`config.mk`:
```
export PLATFORM = sky130hd
export DESIGN_NAME = fraction_sequence_accumulator_unit
export DESIGN_NICKNAME = d
export VERILOG_FILES = /design/src/hdl/fsa_pkg.sv /design/src/hdl/fsa_mul.sv /design/src/hdl/fsa_reduce.sv /design/src/hdl/fraction_sequence_accumulator_unit.sv
export SDC_FILE = /design/constraint.sdc
export NUM_CORES = 2
export LEC_CHECK = 0
export ABC_CLOCK_PERIOD_IN_PS = 7480
export BUFFER_PORTS_ARGS = -buffer_cell sky130_fd_sc_hd__clkbuf_2
export CAP_MARGIN = 20
export CORE_MARGIN = 2
export CORE_UTILIZATION = 27
export CTS_CLUSTER_SIZE = 24
export DETAILED_ROUTE_END_ITERATION = 10
export PLACE_DENSITY = 0.46
export SKIP_LAST_GASP = 1
export SLEW_MARGIN = 20
export SYNTH_ARGS = -nofsm -noshare
export SYNTH_HDL_FRONTEND = slang
export SYNTH_SLANG_ARGS = --single-unit
```
`constraint.sdc`:
```
create_clock -name clk -period 7.48 [get_ports clk]
set_clock_uncertainty 0.05 [all_clocks]
set_input_delay 0 -clock clk [delete_from_list [all_inputs] [get_ports clk]]
set_output_delay 0 -clock clk [all_outputs]
set_load 0.005 [all_outputs]
```
`src/hdl/fsa_pkg.sv`:
```
package fsa_pkg;

  localparam int ACC_W     = 32;
  localparam int IN_W      = 16;
  localparam int OUT_W     = 32;
  localparam int PROD_W    = ACC_W + IN_W;
  localparam int MUL_CNT_W = $clog2(IN_W);
  localparam int DIV_CNT_W = $clog2(ACC_W);
  localparam int SHIFT_W   = $clog2(ACC_W);
  localparam int PADDR_W   = 3;
  localparam int PDATA_W   = 32;

  // Register index, taken from paddr[2]
  localparam logic REG_OP_MODE = 1'b0;

  // Multiply steps of one fold
  localparam logic [1:0] STEP_A = 2'd0;
  localparam logic [1:0] STEP_B = 2'd1;
  localparam logic [1:0] STEP_C = 2'd2;

  typedef enum logic [1:0] {
    MODE_SUM  = 2'd0,
    MODE_DIFF = 2'd1,
    MODE_PROD = 2'd2,
    MODE_QUO  = 2'd3
  } op_mode_t;

  typedef enum logic [1:0] {
    STATUS_OK       = 2'd0,
    STATUS_ZERO_DEN = 2'd1,
    STATUS_OVF      = 2'd2,
    STATUS_BAD_IN   = 2'd3
  } status_t;

  typedef enum logic [2:0] {
    ST_IDLE,
    ST_ISSUE,
    ST_MUL,
    ST_FOLD,
    ST_RSTART,
    ST_REDUCE,
    ST_EMIT
  } top_state_t;

  typedef enum logic [1:0] {
    RED_IDLE,
    RED_GCD,
    RED_DIV,
    RED_DONE
  } red_state_t;

  typedef struct packed {
    logic             start;
    logic [ACC_W-1:0] a;
    logic [IN_W-1:0]  b;
  } mul_req_t;

  typedef struct packed {
    logic             done;
    logic             ovf;
    logic [ACC_W-1:0] value;
  } mul_rsp_t;

  typedef struct packed {
    logic             start;
    logic [ACC_W-1:0] num;
    logic [ACC_W-1:0] den;
  } red_req_t;

  typedef struct packed {
    logic             done;
    logic [ACC_W-1:0] num;
    logic [ACC_W-1:0] den;
  } red_rsp_t;

endpackage

```
`src/hdl/fsa_mul.sv`:
```
// Serial signed multiplier: one multiplier bit per cycle, MSB first,
// on magnitudes, with the sign and overflow resolved at the end.
module fsa_mul (
  input  logic              clk,
  input  logic              rst,
  input  fsa_pkg::mul_req_t req,
  output fsa_pkg::mul_rsp_t rsp
);

  logic                           busy;
  logic                           done;
  logic [fsa_pkg::MUL_CNT_W-1:0]  count;
  logic [fsa_pkg::ACC_W-1:0]      mcand;
  logic [fsa_pkg::IN_W-1:0]       mult;
  logic [fsa_pkg::PROD_W-1:0]     prod;
  logic [fsa_pkg::PROD_W-1:0]     prod_next;
  logic                           neg;
  logic [fsa_pkg::ACC_W-1:0]      mag_a;
  logic [fsa_pkg::IN_W-1:0]       mag_b;
  logic [fsa_pkg::ACC_W-1:0]      low;

  assign mag_a = req.a[fsa_pkg::ACC_W-1] ? (~req.a + 1'b1) : req.a;
  assign mag_b = req.b[fsa_pkg::IN_W-1]  ? (~req.b + 1'b1) : req.b;

  assign prod_next = {prod[fsa_pkg::PROD_W-2:0], 1'b0}
                   + (mult[fsa_pkg::IN_W-1] ? {{fsa_pkg::IN_W{1'b0}}, mcand}
                                            : {fsa_pkg::PROD_W{1'b0}});

  always_ff @(posedge clk) begin
    if (rst) begin
      busy  <= 1'b0;
      done  <= 1'b0;
      count <= '0;
    end else begin
      done <= 1'b0;
      if (req.start) begin
        busy  <= 1'b1;
        count <= '0;
      end else if (busy) begin
        count <= count + 1'b1;
        if (count == fsa_pkg::MUL_CNT_W'(fsa_pkg::IN_W - 1)) begin
          busy <= 1'b0;
          done <= 1'b1;
        end
      end
    end
  end

  always_ff @(posedge clk) begin
    if (req.start) begin
      mcand <= mag_a;
      mult  <= mag_b;
      prod  <= '0;
      neg   <= req.a[fsa_pkg::ACC_W-1] ^ req.b[fsa_pkg::IN_W-1];
    end else if (busy) begin
      prod <= prod_next;
      mult <= {mult[fsa_pkg::IN_W-2:0], 1'b0};
    end
  end

  assign low = prod[fsa_pkg::ACC_W-1:0];

  always_comb begin
    rsp.done  = done;
    rsp.value = neg ? (~low + 1'b1) : low;
    // out of range above 2^(W-1), or exactly 2^(W-1) when positive
    rsp.ovf   = (|prod[fsa_pkg::PROD_W-1:fsa_pkg::ACC_W])
             || (prod[fsa_pkg::ACC_W-1] && ((|prod[fsa_pkg::ACC_W-2:0]) || !neg));
  end

endmodule

```
`src/hdl/fsa_reduce.sv`:
```
// Reduce a fraction by the GCD of its magnitudes: binary GCD one step a
// cycle, then two restoring dividers one quotient bit a cycle.
module fsa_reduce (
  input  logic              clk,
  input  logic              rst,
  input  fsa_pkg::red_req_t req,
  output fsa_pkg::red_rsp_t rsp
);

  fsa_pkg::red_state_t state;
  fsa_pkg::red_state_t state_next;

  logic [fsa_pkg::ACC_W-1:0]     u;
  logic [fsa_pkg::ACC_W-1:0]     v;
  logic [fsa_pkg::ACC_W-1:0]     g;
  logic [fsa_pkg::SHIFT_W-1:0]   shift;
  logic [fsa_pkg::ACC_W-1:0]     xn;
  logic [fsa_pkg::ACC_W-1:0]     xd;
  logic [fsa_pkg::ACC_W-1:0]     rem_n;
  logic [fsa_pkg::ACC_W-1:0]     rem_d;
  logic [fsa_pkg::DIV_CNT_W-1:0] count;
  logic                          neg_n;
  logic                          neg_d;

  logic                          gcd_end;
  logic                          g_zero;
  logic                          div_end;
  logic [fsa_pkg::ACC_W:0]       rsh_n;
  logic [fsa_pkg::ACC_W:0]       rsh_d;
  logic                          ge_n;
  logic                          ge_d;

  assign gcd_end = (u == '0) || (v == '0);
  assign g_zero  = (u | v) == '0;
  assign div_end = count == fsa_pkg::DIV_CNT_W'(fsa_pkg::ACC_W - 1);

  assign rsh_n = {rem_n, xn[fsa_pkg::ACC_W-1]};
  assign rsh_d = {rem_d, xd[fsa_pkg::ACC_W-1]};
  assign ge_n  = rsh_n >= {1'b0, g};
  assign ge_d  = rsh_d >= {1'b0, g};

  always_ff @(posedge clk) begin
    if (rst) begin
      state <= fsa_pkg::RED_IDLE;
    end else begin
      state <= state_next;
    end
  end

  always_comb begin
    state_next = state;
    unique case (state)
      fsa_pkg::RED_IDLE: begin
        if (req.start) state_next = fsa_pkg::RED_GCD;
      end
      fsa_pkg::RED_GCD: begin
        if (gcd_end) state_next = g_zero ? fsa_pkg::RED_DONE : fsa_pkg::RED_DIV;
      end
      fsa_pkg::RED_DIV: begin
        if (div_end) state_next = fsa_pkg::RED_DONE;
      end
      fsa_pkg::RED_DONE: state_next = fsa_pkg::RED_IDLE;
      default:           state_next = fsa_pkg::RED_IDLE;
    endcase
  end

  always_comb begin
    rsp.done = state == fsa_pkg::RED_DONE;
    rsp.num  = neg_n ? (~xn + 1'b1) : xn;
    rsp.den  = neg_d ? (~xd + 1'b1) : xd;
  end

  always_ff @(posedge clk) begin
    if (state == fsa_pkg::RED_IDLE && req.start) begin
      neg_n <= req.num[fsa_pkg::ACC_W-1];
      neg_d <= req.den[fsa_pkg::ACC_W-1];
      xn    <= req.num[fsa_pkg::ACC_W-1] ? (~req.num + 1'b1) : req.num;
      xd    <= req.den[fsa_pkg::ACC_W-1] ? (~req.den + 1'b1) : req.den;
      u     <= req.num[fsa_pkg::ACC_W-1] ? (~req.num + 1'b1) : req.num;
      v     <= req.den[fsa_pkg::ACC_W-1] ? (~req.den + 1'b1) : req.den;
      shift <= '0;
    end else if (state == fsa_pkg::RED_GCD) begin
      if (gcd_end) begin
        // odd part of the GCD; the common power of two comes off the dividends
        g     <= u | v;
        xn    <= xn >> shift;
        xd    <= xd >> shift;
        rem_n <= '0;
        rem_d <= '0;
        count <= '0;
      end else if (!u[0] && !v[0]) begin
        u     <= u >> 1;
        v     <= v >> 1;
        shift <= shift + 1'b1;
      end else if (!u[0]) begin
        u <= u >> 1;
      end else if (!v[0]) begin
        v <= v >> 1;
      end else if (u >= v) begin
        u <= (u - v) >> 1;
      end else begin
        v <= (v - u) >> 1;
      end
    end else if (state == fsa_pkg::RED_DIV) begin
      rem_n <= ge_n ? fsa_pkg::ACC_W'(rsh_n - {1'b0, g}) : rsh_n[fsa_pkg::ACC_W-1:0];
      rem_d <= ge_d ? fsa_pkg::ACC_W'(rsh_d - {1'b0, g}) : rsh_d[fsa_pkg::ACC_W-1:0];
      xn    <= {xn[fsa_pkg::ACC_W-2:0], ge_n};
      xd    <= {xd[fsa_pkg::ACC_W-2:0], ge_d};
      count <= count + 1'b1;
    end
  end

endmodule

```
`src/hdl/fraction_sequence_accumulator_unit.sv`:
```
// Folds a sequence of fractions by sum, difference, product or quotient (op_mode)
// and emits one GCD-reduced fraction with a status code when the word marked last
// has been taken. The first word of a sequence loads the accumulator directly.
// Each later word runs through a single serial multiplier that retires one bit of the
// 16-bit input operand per cycle: three products per word in sum or difference mode
// and two in product or quotient mode. After the last word the reduction takes one
// binary GCD step per cycle and then divides the numerator and denominator by the
// GCD. The result waits in an output register; the input is stalled from acceptance
// until the accumulator is free again. The result's sign is left as computed.
module fraction_sequence_accumulator_unit (
  input  logic                                clk,
  input  logic                                rst,
  input  logic                                in_valid,
  output logic                                in_stall,
  input  logic signed [fsa_pkg::IN_W-1:0]     numerator,
  input  logic signed [fsa_pkg::IN_W-1:0]     denominator,
  input  logic                                last,
  output logic                                out_valid,
  input  logic                                out_stall,
  output logic signed [fsa_pkg::OUT_W-1:0]    result_numerator,
  output logic signed [fsa_pkg::OUT_W-1:0]    result_denominator,
  output logic [1:0]                          status,
  input  logic                                psel,
  input  logic                                penable,
  input  logic                                pwrite,
  input  logic [fsa_pkg::PADDR_W-1:0]         paddr,
  input  logic [fsa_pkg::PDATA_W-1:0]         pwdata,
  output logic [fsa_pkg::PDATA_W-1:0]         prdata,
  output logic                                pready
);

  fsa_pkg::top_state_t state;
  fsa_pkg::top_state_t state_next;
  fsa_pkg::op_mode_t   op_mode;

  logic [fsa_pkg::ACC_W-1:0] acc_n;
  logic [fsa_pkg::ACC_W-1:0] acc_d;
  logic                      started;
  logic                      ovf_seen;
  logic                      bad_seen;
  logic [fsa_pkg::IN_W-1:0]  n_in;
  logic [fsa_pkg::IN_W-1:0]  d_in;
  logic                      last_in;
  logic [1:0]                step;
  logic [fsa_pkg::ACC_W-1:0] r0;
  logic [fsa_pkg::ACC_W-1:0] r1;
  logic [fsa_pkg::ACC_W-1:0] r2;

  fsa_pkg::mul_req_t mul_req;
  fsa_pkg::mul_rsp_t mul_rsp;
  fsa_pkg::red_req_t red_req;
  fsa_pkg::red_rsp_t red_rsp;

  logic                      accept;
  logic                      out_free;
  logic                      emit;
  logic                      addsub;
  logic                      last_step;
  logic                      sub;
  logic [fsa_pkg::ACC_W-1:0] sum;
  logic                      sum_ovf;
  logic                      sb;
  fsa_pkg::status_t          status_next;

  // Configuration port
  assign pready = 1'b1;
  assign prdata = (paddr[2] == fsa_pkg::REG_OP_MODE)
                ? {{(fsa_pkg::PDATA_W - 2){1'b0}}, op_mode} : '0;

  always_ff @(posedge clk) begin
    if (rst) begin
      op_mode <= fsa_pkg::MODE_SUM;
    end else if (psel && penable && pwrite && pready && paddr[2] == fsa_pkg::REG_OP_MODE) begin
      op_mode <= fsa_pkg::op_mode_t'(pwdata[1:0]);
    end
  end

  assign accept   = in_valid && !in_stall;
  assign out_free = !out_valid || !out_stall;
  assign addsub   = op_mode == fsa_pkg::MODE_SUM || op_mode == fsa_pkg::MODE_DIFF;
  assign last_step = addsub ? (step == fsa_pkg::STEP_C) : (step == fsa_pkg::STEP_B);

  // State register and next state
  always_ff @(posedge clk) begin
    if (rst) begin
      state <= fsa_pkg::ST_IDLE;
    end else begin
      state <= state_next;
    end
  end

  always_comb begin
    state_next = state;
    unique case (state)
      fsa_pkg::ST_IDLE: begin
        if (in_valid) begin
          if (started)   state_next = fsa_pkg::ST_ISSUE;
          else if (last) state_next = fsa_pkg::ST_RSTART;
        end
      end
      fsa_pkg::ST_ISSUE: state_next = fsa_pkg::ST_MUL;
      fsa_pkg::ST_MUL: begin
        if (mul_rsp.done) state_next = last_step ? fsa_pkg::ST_FOLD : fsa_pkg::ST_ISSUE;
      end
      fsa_pkg::ST_FOLD:   state_next = last_in ? fsa_pkg::ST_RSTART : fsa_pkg::ST_IDLE;
      fsa_pkg::ST_RSTART: state_next = fsa_pkg::ST_REDUCE;
      fsa_pkg::ST_REDUCE: begin
        if (red_rsp.done) state_next = fsa_pkg::ST_EMIT;
      end
      fsa_pkg::ST_EMIT: begin
        if (out_free) state_next = fsa_pkg::ST_IDLE;
      end
      default: state_next = fsa_pkg::ST_IDLE;
    endcase
  end

  // Control outputs
  always_comb begin
    in_stall      = state != fsa_pkg::ST_IDLE;
    emit          = state == fsa_pkg::ST_EMIT && out_free;
  end

  // Operand selection for the current multiply step
  always_comb begin
    mul_req.start = state == fsa_pkg::ST_ISSUE;
    mul_req.a = acc_n;
    mul_req.b = d_in;
    case (op_mode)
      fsa_pkg::MODE_SUM, fsa_pkg::MODE_DIFF: begin
        case (step)
          fsa_pkg::STEP_A: begin mul_req.a = acc_n; mul_req.b = d_in; end
          fsa_pkg::STEP_B: begin mul_req.a = acc_d; mul_req.b = n_in; end
          default:         begin mul_req.a = acc_d; mul_req.b = d_in; end
        endcase
      end
      fsa_pkg::MODE_PROD: begin
        mul_req.a = (step == fsa_pkg::STEP_A) ? acc_n : acc_d;
        mul_req.b = (step == fsa_pkg::STEP_A) ? n_in  : d_in;
      end
      default: begin
        mul_req.a = (step == fsa_pkg::STEP_A) ? acc_n : acc_d;
        mul_req.b = (step == fsa_pkg::STEP_A) ? d_in  : n_in;
      end
    endcase
  end

  assign red_req.start = state == fsa_pkg::ST_RSTART;
  assign red_req.num   = acc_n;
  assign red_req.den   = acc_d;

  fsa_mul u_mul (
    .clk (clk),
    .rst (rst),
    .req (mul_req),
    .rsp (mul_rsp)
  );

  fsa_reduce u_reduce (
    .clk (clk),
    .rst (rst),
    .req (red_req),
    .rsp (red_rsp)
  );

  // Cross-product add or subtract with signed overflow
  assign sub     = op_mode == fsa_pkg::MODE_DIFF;
  assign sum     = sub ? (r0 - r1) : (r0 + r1);
  assign sb      = sub ? !r1[fsa_pkg::ACC_W-1] : r1[fsa_pkg::ACC_W-1];
  assign sum_ovf = (r0[fsa_pkg::ACC_W-1] == sb)
                && (sum[fsa_pkg::ACC_W-1] != r0[fsa_pkg::ACC_W-1]);

  always_comb begin
    if (bad_seen)       status_next = fsa_pkg::STATUS_BAD_IN;
    else if (ovf_seen)  status_next = fsa_pkg::STATUS_OVF;
    else if (op_mode == fsa_pkg::MODE_QUO && red_rsp.den == '0)
                        status_next = fsa_pkg::STATUS_ZERO_DEN;
    else                status_next = fsa_pkg::STATUS_OK;
  end

  // Accumulator and sequence flags
  always_ff @(posedge clk) begin
    if (rst) begin
      acc_n    <= '0;
      acc_d    <= fsa_pkg::ACC_W'(1);
      started  <= 1'b0;
      ovf_seen <= 1'b0;
      bad_seen <= 1'b0;
      step     <= fsa_pkg::STEP_A;
    end else begin
      if (accept) begin
        step <= fsa_pkg::STEP_A;
        if (denominator == '0) bad_seen <= 1'b1;
        if (!started) begin
          acc_n   <= {{(fsa_pkg::ACC_W - fsa_pkg::IN_W){numerator[fsa_pkg::IN_W-1]}},
                      numerator};
          acc_d   <= {{(fsa_pkg::ACC_W - fsa_pkg::IN_W){denominator[fsa_pkg::IN_W-1]}},
                      denominator};
          started <= 1'b1;
        end
      end
      if (state == fsa_pkg::ST_MUL && mul_rsp.done) begin
        step <= step + 1'b1;
        if (mul_rsp.ovf) ovf_seen <= 1'b1;
      end
      if (state == fsa_pkg::ST_FOLD) begin
        if (addsub) begin
          acc_n <= sum;
          acc_d <= r2;
          if (sum_ovf) ovf_seen <= 1'b1;
        end else begin
          acc_n <= r0;
          acc_d <= r1;
        end
      end
      if (emit) begin
        // clear for the next sequence
        acc_n    <= '0;
        acc_d    <= fsa_pkg::ACC_W'(1);
        started  <= 1'b0;
        ovf_seen <= 1'b0;
        bad_seen <= 1'b0;
      end
    end
  end

  // Held input word and product results
  always_ff @(posedge clk) begin
    if (accept) begin
      n_in    <= numerator;
      d_in    <= denominator;
      last_in <= last;
    end
    if (state == fsa_pkg::ST_MUL && mul_rsp.done) begin
      case (step)
        fsa_pkg::STEP_A: r0 <= mul_rsp.value;
        fsa_pkg::STEP_B: r1 <= mul_rsp.value;
        default:         r2 <= mul_rsp.value;
      endcase
    end
  end

  // Output register
  always_ff @(posedge clk) begin
    if (rst) begin
      out_valid <= 1'b0;
    end else if (emit) begin
      out_valid <= 1'b1;
    end else if (!out_stall) begin
      out_valid <= 1'b0;
    end
  end

  always_ff @(posedge clk) begin
    if (emit) begin
      result_numerator   <= red_rsp.num[fsa_pkg::OUT_W-1:0];
      result_denominator <= red_rsp.den[fsa_pkg::OUT_W-1:0];
      status             <= status_next;
    end
  end

  // Checks
  assert property (@(posedge clk) disable iff (rst)
    mul_rsp.done |-> state == fsa_pkg::ST_MUL)
    else $error("multiplier finished outside the multiply phase");

  assert property (@(posedge clk) disable iff (rst)
    red_rsp.done |-> state == fsa_pkg::ST_REDUCE)
    else $error("reduction finished outside the reduce phase");

  assert property (@(posedge clk) disable iff (rst)
    (accept && !started && !last) |=> (state == fsa_pkg::ST_IDLE && started))
    else $error("first word of a sequence did not load the accumulator");

  assert property (@(posedge clk) disable iff (rst)
    emit |=> (out_valid && !started && !ovf_seen && !bad_seen))
    else $error("result emitted without clearing the sequence state");

endmodule
```
* Word level (Yosys, flattened, before mapping)
Index checks and enable logic that the tools add are counted.
** Operators by class
- Multipliers :: 0
- Equality and inequality tests :: 33
- Order comparisons :: 3
- Bitwise gates (word level) :: 14
- Reduce and logical (&&, ||, !) cells :: 63
- Shifts and indexed selects :: 2
- Mux-type cells :: 88
- $add $sub $neg :: 18
- Divide/modulo/power cells :: 0
** Operators by type and width (count)
- 2-to-1 mux 32 bit :: 45
- adder 32 x 1 -> 32 bit (second input constant) :: 6
- NOT 32 bit :: 6
- one-hot mux 48 bit (2 select lines) :: 2
- subtractor 32 bit :: 5
- logical NOT 32 bit :: 4
- 2-to-1 mux 16 bit :: 5
- >= comparator 33 x 32 -> 1 bit :: 2
- >> shifter 32 x 5 -> 32 bit :: 2
- adder 48 bit :: 1
- adder 32 bit :: 1
- >= comparator 32 bit :: 1
- OR 32 bit :: 1
- 2-to-1 mux 31 bit :: 1
- OR reduction 31 bit :: 1
- 2-to-1 mux 3 bit :: 7
- one-hot mux 3 bit (7 select lines) :: 1
- adder 16 x 1 -> 16 bit (second input constant) :: 1
- logical NOT 16 bit :: 1
- 2-to-1 mux 1 bit :: 16
- NOT 16 bit :: 1
- OR reduction 16 bit :: 1
- 2-to-1 mux 5 bit :: 3
- AND reduction 3 bit :: 5
- other kinds (33) :: 102
** Word-level totals
- Bits of input ports :: 75
- Memories :: 0
- Bits in latches :: 0
- Bits in writable memories :: 0
- Flip-flop bits (word level) :: 611
- Word-level logic and storage cells :: 262
- Output and inout port bits :: 101
- Memory bits (read-only) :: 0

* Logic depth before layout (Yosys ltp)
- Depth in word-level cells :: 9
- Gate-level depth with buffers :: 21

* By module
A second synthesis with hierarchy kept.
** Unflattened totals
- Cells, all modules :: 4709
- Area, all modules :: 43440.4 µm²
** Modules (own cells, without submodules)
- fsa_reduce :: cells an instance 2747, area each 23363.7 µm², instances 1
- fraction_sequence_accumulator_unit :: cells an instance 1102, area each 12649.6 µm², instances 1
- fsa_mul :: cells an instance 860, area each 7427.1 µm², instances 1

* Worst setup path before layout
No wires, ideal clock.
- Path kind :: flip-flop to flip-flop
- Start point :: reg state[0]
- End point :: reg acc_n[17] (netlist name)
- Path buffers :: 3
- Data arrival time :: 5111 ps
- Setup time :: 132 ps
- Period minus slack after synthesis :: 5293 ps
- Path slack :: 2187 ps
- Stages on the path, launching flop included :: 9
- Cells stage by stage :: dfxtp_1 > clkbuf_1 > inv_1 > nand3_1 > a21oi_1 > or2_2 > clkbuf_1 > buf_1 > nor3_1
** On the way
- Elaborated cells between the ends (all ways) :: 11
- Classes of those cells :: eq/ne (3); mux (1); reduce/logical (7)
** RTL lines
- start: declaration :: line fraction_sequence_accumulator_unit.sv:32 : fsa_pkg::top_state_t state;
- start signal: assignment :: line fraction_sequence_accumulator_unit.sv:86 : state <= fsa_pkg::ST_IDLE;
- start signal: assignment :: line fraction_sequence_accumulator_unit.sv:88 : state <= state_next;
- == test 3 bit :: line fraction_sequence_accumulator_unit.sv:120 : emit = state == fsa_pkg::ST_EMIT && out_free;
- logical AND 1 bit :: line fraction_sequence_accumulator_unit.sv:120
- net emit :: line fraction_sequence_accumulator_unit.sv:56 : logic emit;
- OR reduction 2 bit (no line)
- end signal: assignment :: line fraction_sequence_accumulator_unit.sv:194 : acc_n <= {{(fsa_pkg::ACC_W - fsa_pkg::IN_W){numerator[fsa_pkg::IN_W-1]}},
- end signal: assignment :: line fraction_sequence_accumulator_unit.sv:207 : acc_n <= sum;
- end signal: assignment :: line fraction_sequence_accumulator_unit.sv:211 : acc_n <= r0;
- end: declaration :: line fraction_sequence_accumulator_unit.sv:36 : logic [fsa_pkg::ACC_W-1:0] acc_n;
The timed path passes the listed nets, and every way through them passes these cells.
A chain may end at the register's enable or synchronous reset.

* Final worst setup path
- Start point :: reg op_mode[1]
- End point :: reg acc_n[29] (netlist name)
** On the way
- Cells in the longest elaborated chain, start to end :: 4
- Elaborated cells between the ends (all ways) :: 6
- Classes of those cells :: eq/ne (1); mux (3); reduce/logical (2)
** RTL lines
- start: declaration :: line fraction_sequence_accumulator_unit.sv:34 : fsa_pkg::op_mode_t op_mode;
- start signal: assignment :: line fraction_sequence_accumulator_unit.sv:72 : op_mode <= fsa_pkg::MODE_SUM;
- start signal: assignment :: line fraction_sequence_accumulator_unit.sv:74 : op_mode <= fsa_pkg::op_mode_t'(pwdata[1:0]);
- == test 2 x 1 -> 1 bit or logical NOT 2 bit (tied branches) :: line fraction_sequence_accumulator_unit.sv:80, fraction_sequence_accumulator_unit.sv:166
- 2-to-1 mux 32 bit or logical OR 1 bit (tied branches) :: line fraction_sequence_accumulator_unit.sv:167, fraction_sequence_accumulator_unit.sv:80
- 2-to-1 mux 32 bit (*) :: line fraction_sequence_accumulator_unit.sv:206 : if (addsub) begin
- 2-to-1 mux 32 bit (*) :: line fraction_sequence_accumulator_unit.sv:205 : if (state == fsa_pkg::ST_FOLD) begin
Every way passes the cells marked *; elsewhere a longest branch is shown, timed or not.

==> impl_metrics.py <==
metrics = {
    "status": {
        "status": "finished clean",
    },
    "setup_path": {
        "r2r_slack_ps": 2450,
        "cp_data_required_time_ps": 7990,
        "startpoint_type": "register",
        "end_kind": "register",
        "crit_type": "register to register",
        "cp.arrival_ps": 5540,
        "crit_path_max_fanout": 19,
    },
    "logic_synthesis": {
        "netlist.area_leader.share_pct": 32.55,
        "ys_ff_latch": 611,
        "synth.most_common_cell": "edfxtp_1",
        "yosys_most_used_dff": "edfxtp_1",
        "yosys-top-cells-area": "edfxtp_1 33%, ha_1 6.9%, dfxtp_1 6.2%",
        "ys_seq_area_share_pct": 38.76,
        "synth_cells": 4772,
        "synth_edf_count": 475,
        "yosysTopAreaCell": "edfxtp_1",
        "yosysUniqueCellTypes": 83,
        "avgSynthCellArea_sq_um": 9.183,
        "async_reset_ff_share_pct": 0,
        "synth_area_sq_um": 43820,
        "yosys_warnings": 0,
        "ys_top_cells_by_count": "475 x edfxtp_1, 438 x nor2_1, 394 x nand2_1",
    },
    "grt": {
        "gr-total-overflow": 0,
        "antenna_found_initial": 10,
        "track_usage_pct": 17.90,
        "grt_pass1_wl_microns": 226000,
        "grt_max_degree": 89,
        "grt_pass1_vias": 34860,
    },
    "floorplanning": {
        "dieArea_sq_um": 165500,
        "start_util_pct": 27.23,
        "fp-row-count": 147,
        "fp.dieH_microns": 406.9,
        "die_w_microns": 406.9,
        "ios": 176,
        "core_region_area_sq_um": 160900,
    },
    "clocking": {
        "cts_max_level": 3,
        "cts.sinks": 611,
        "clkTransAtPathRegs_ps": 60,
        "cts_buffer_depth": 3,
        "post_cts_buffers": 0,
        "cts_inserted_buffers": 77,
        "clockRootBuffer": "clkbuf_16",
        "clock_latency_ps": 700,
        "tritoncts": "built",
    },
    "timing": {
        "setup_viol": 0,
        "max_freq_ghz": 0.1988,
        "rsz0062_at_grt": "false",
        "tightest_slew_ps": 1272,
        "min_period_ps": 5031,
        "slew_headroom_pct": 14.99,
        "period_share_pct": 67.26,
        "hold_viol": 0,
        "final.setup.tns_ps": 0,
        "slew_viol_final": 0,
    },
    "place": {
        "gp_routability_congestion": 0.9396,
        "dp_hpwl_microns": 115000,
        "port_buffers": 112,
    },
    "power": {
        "p_per_area_nw_per_um2": 483.2,
        "power.leakage_nw": 18.46,
        "ir_drop_mv": 0.2185,
    },
    "hold_path": {
        "min-delay-path-class": "input port to register",
    },
    "routing": {
        "drt_iter0_markers": 3275,
        "drtPass1Iterations": 8,
        "wl_microns": 152100,
        "vias": 36740,
        "drc": 0,
        "avgRoutedWirePerCell_microns": 21.67,
        "ant_nets": 0,
        "vias_per_cell": 5.235,
    },
    "final_layout": {
        "layout-drive-gt1-share_pct": 8.133,
        "finalNetCount": 5120,
        "fin_util_pct": 30.76,
        "area_growth_pct": 12.97,
    },
    "job": {
        "maxCapViolations": 0,
    },
}
==> worst max-delay path, cell delays in order (launching register included) <==
cell       delay [ps]
dfxtp_4           480
nand2b_1          690
mux2i_1           390
ha_1              290
nor2b_1           140
o31a_1            270
o31a_1            290
a221o_1           390
a31o_2            320
a2111oi_0         740
o31ai_1           230
a221oi_1          340
xor2_1            180
o22ai_1            90
==> logic make-up (layout without fill, tap and decap cells) <==
family          Yosys count  after routing  synth area share, %
xor+xnor                391            391                7.814
buf+inv                 545            601                4.945
mux                     219            219                5.919
fa+ha+maj               248            248                7.183
other cells               2             33              0.01714
simple gates           1395           1395                15.07
flops                   611            611                38.76
compound gates         1361           1361                20.29
==> per-layer routing <==
| layer | share of wire [%] | track usage, % | vias to the layer above |
|---|---|---|---|
| li1 | - | - | 17630 |
| met4 | 3.1 | 5.776 | 4 |
| met1 | 47 | 25.80 | 17830 |
| met2 | 44 | 27.33 | 1087 |
| met3 | 5.6 | 2.580 | 198 |
| met5 | 0.014 | 0 | - |
==> state kept, by name (all words and copies together), names as in the netlist, 16 cells and up <==
signal,cells
r0,32
u_reduce.rem_n,32
result_denominator,32
u_mul.prod,48
u_mul.mcand,32
r1,32
d_in,16
u_mul.mult,16
u_reduce.xd,32
r2,32
u_reduce.xn,32
u_reduce.rem_d,32
u_reduce.u,32
acc_n,32
result_numerator,32
acc_d,32
u_reduce.v,32
u_reduce.g,32
n_in,16
==> stage by stage <==
step | total power [mW] | area, sq um | setup WS, ps | hold WS, ps | std cells
after floorplan | 15.79 | 43930 | 2187 | -19.77 | 4801
after global placement | 19.95 | 46540 | 2408 | 176.5 | 6835
after detailed placement | 19.94 | 46550 | 2484 | 178.4 | 6835
after CTS | 23.90 | 49500 | 2472 | 11.67 | 7017
after global routing | 25.54 | 49510 | 2171 | 38.33 | 7018
final | 23.92 | 49510 | 2449 | 58.41 | 7019
==> final cells by class <==
cell class,count,area (sq um)
antenna,2,5.005
clock buffer,96,2039
clock inverter,43,483.0
fill,16900,111400
inverter,242,910.9
multi-input combinational,3645,24890
sequential,611,17000
tap,2160,2703
timing repair buffer,220,1479
==> final timing paths <==
check                                endpoint  cells past startpoint                        start
setup / recovery       acc_n[29]$_SDFFE_PP0P_                     13      op_mode[1]$_SDFFE_PP0P_
hold / removal              n_in[2]$_DFFE_PP_                      2                 numerator[2]
setup reg to reg       acc_n[29]$_SDFFE_PP0P_                     13      op_mode[1]$_SDFFE_PP0P_
hold reg to reg   u_mul.prod[47]$_SDFFE_PP0P_                      2  u_mul.prod[47]$_SDFFE_PP0P_
==> layout by cell type (no fill, tap or decap), types with 76 or more instances in the layout <==
cell / count
inv_1: 235
a211oi_1: 80
o21ai_0: 261
mux2i_1: 177
xnor2_1: 278
nor2_1: 434
ha_1: 240
edfxtp_1: 475
nand2_1: 392
dfxtp_1: 130
nand3_1: 76
a21oi_1: 346
xor2_1: 113
clkbuf_2: 112
clkbuf_16: 78
==> where the power goes <==
part | total [mW] | internal [mW] | switching [mW] | leakage [nW]
logic | 13.2 | 4.91 | 8.24 | 11.7
registers | 6.95 | 5.53 | 1.42 | 5.51
clock network | 3.82 | 2.20 | 1.62 | 1.23
total | 23.9 | 12.6 | 11.3 | 18.5
==> what timing repair did <==
action	4_1_cts	5_1_grt
gates resized for setup	0	0
hold endpoints to repair	98	0
endpoints found under the setup margin	0	0
hold buffers	43	0
No activity file was read; power rests on OpenSTA's default activity.
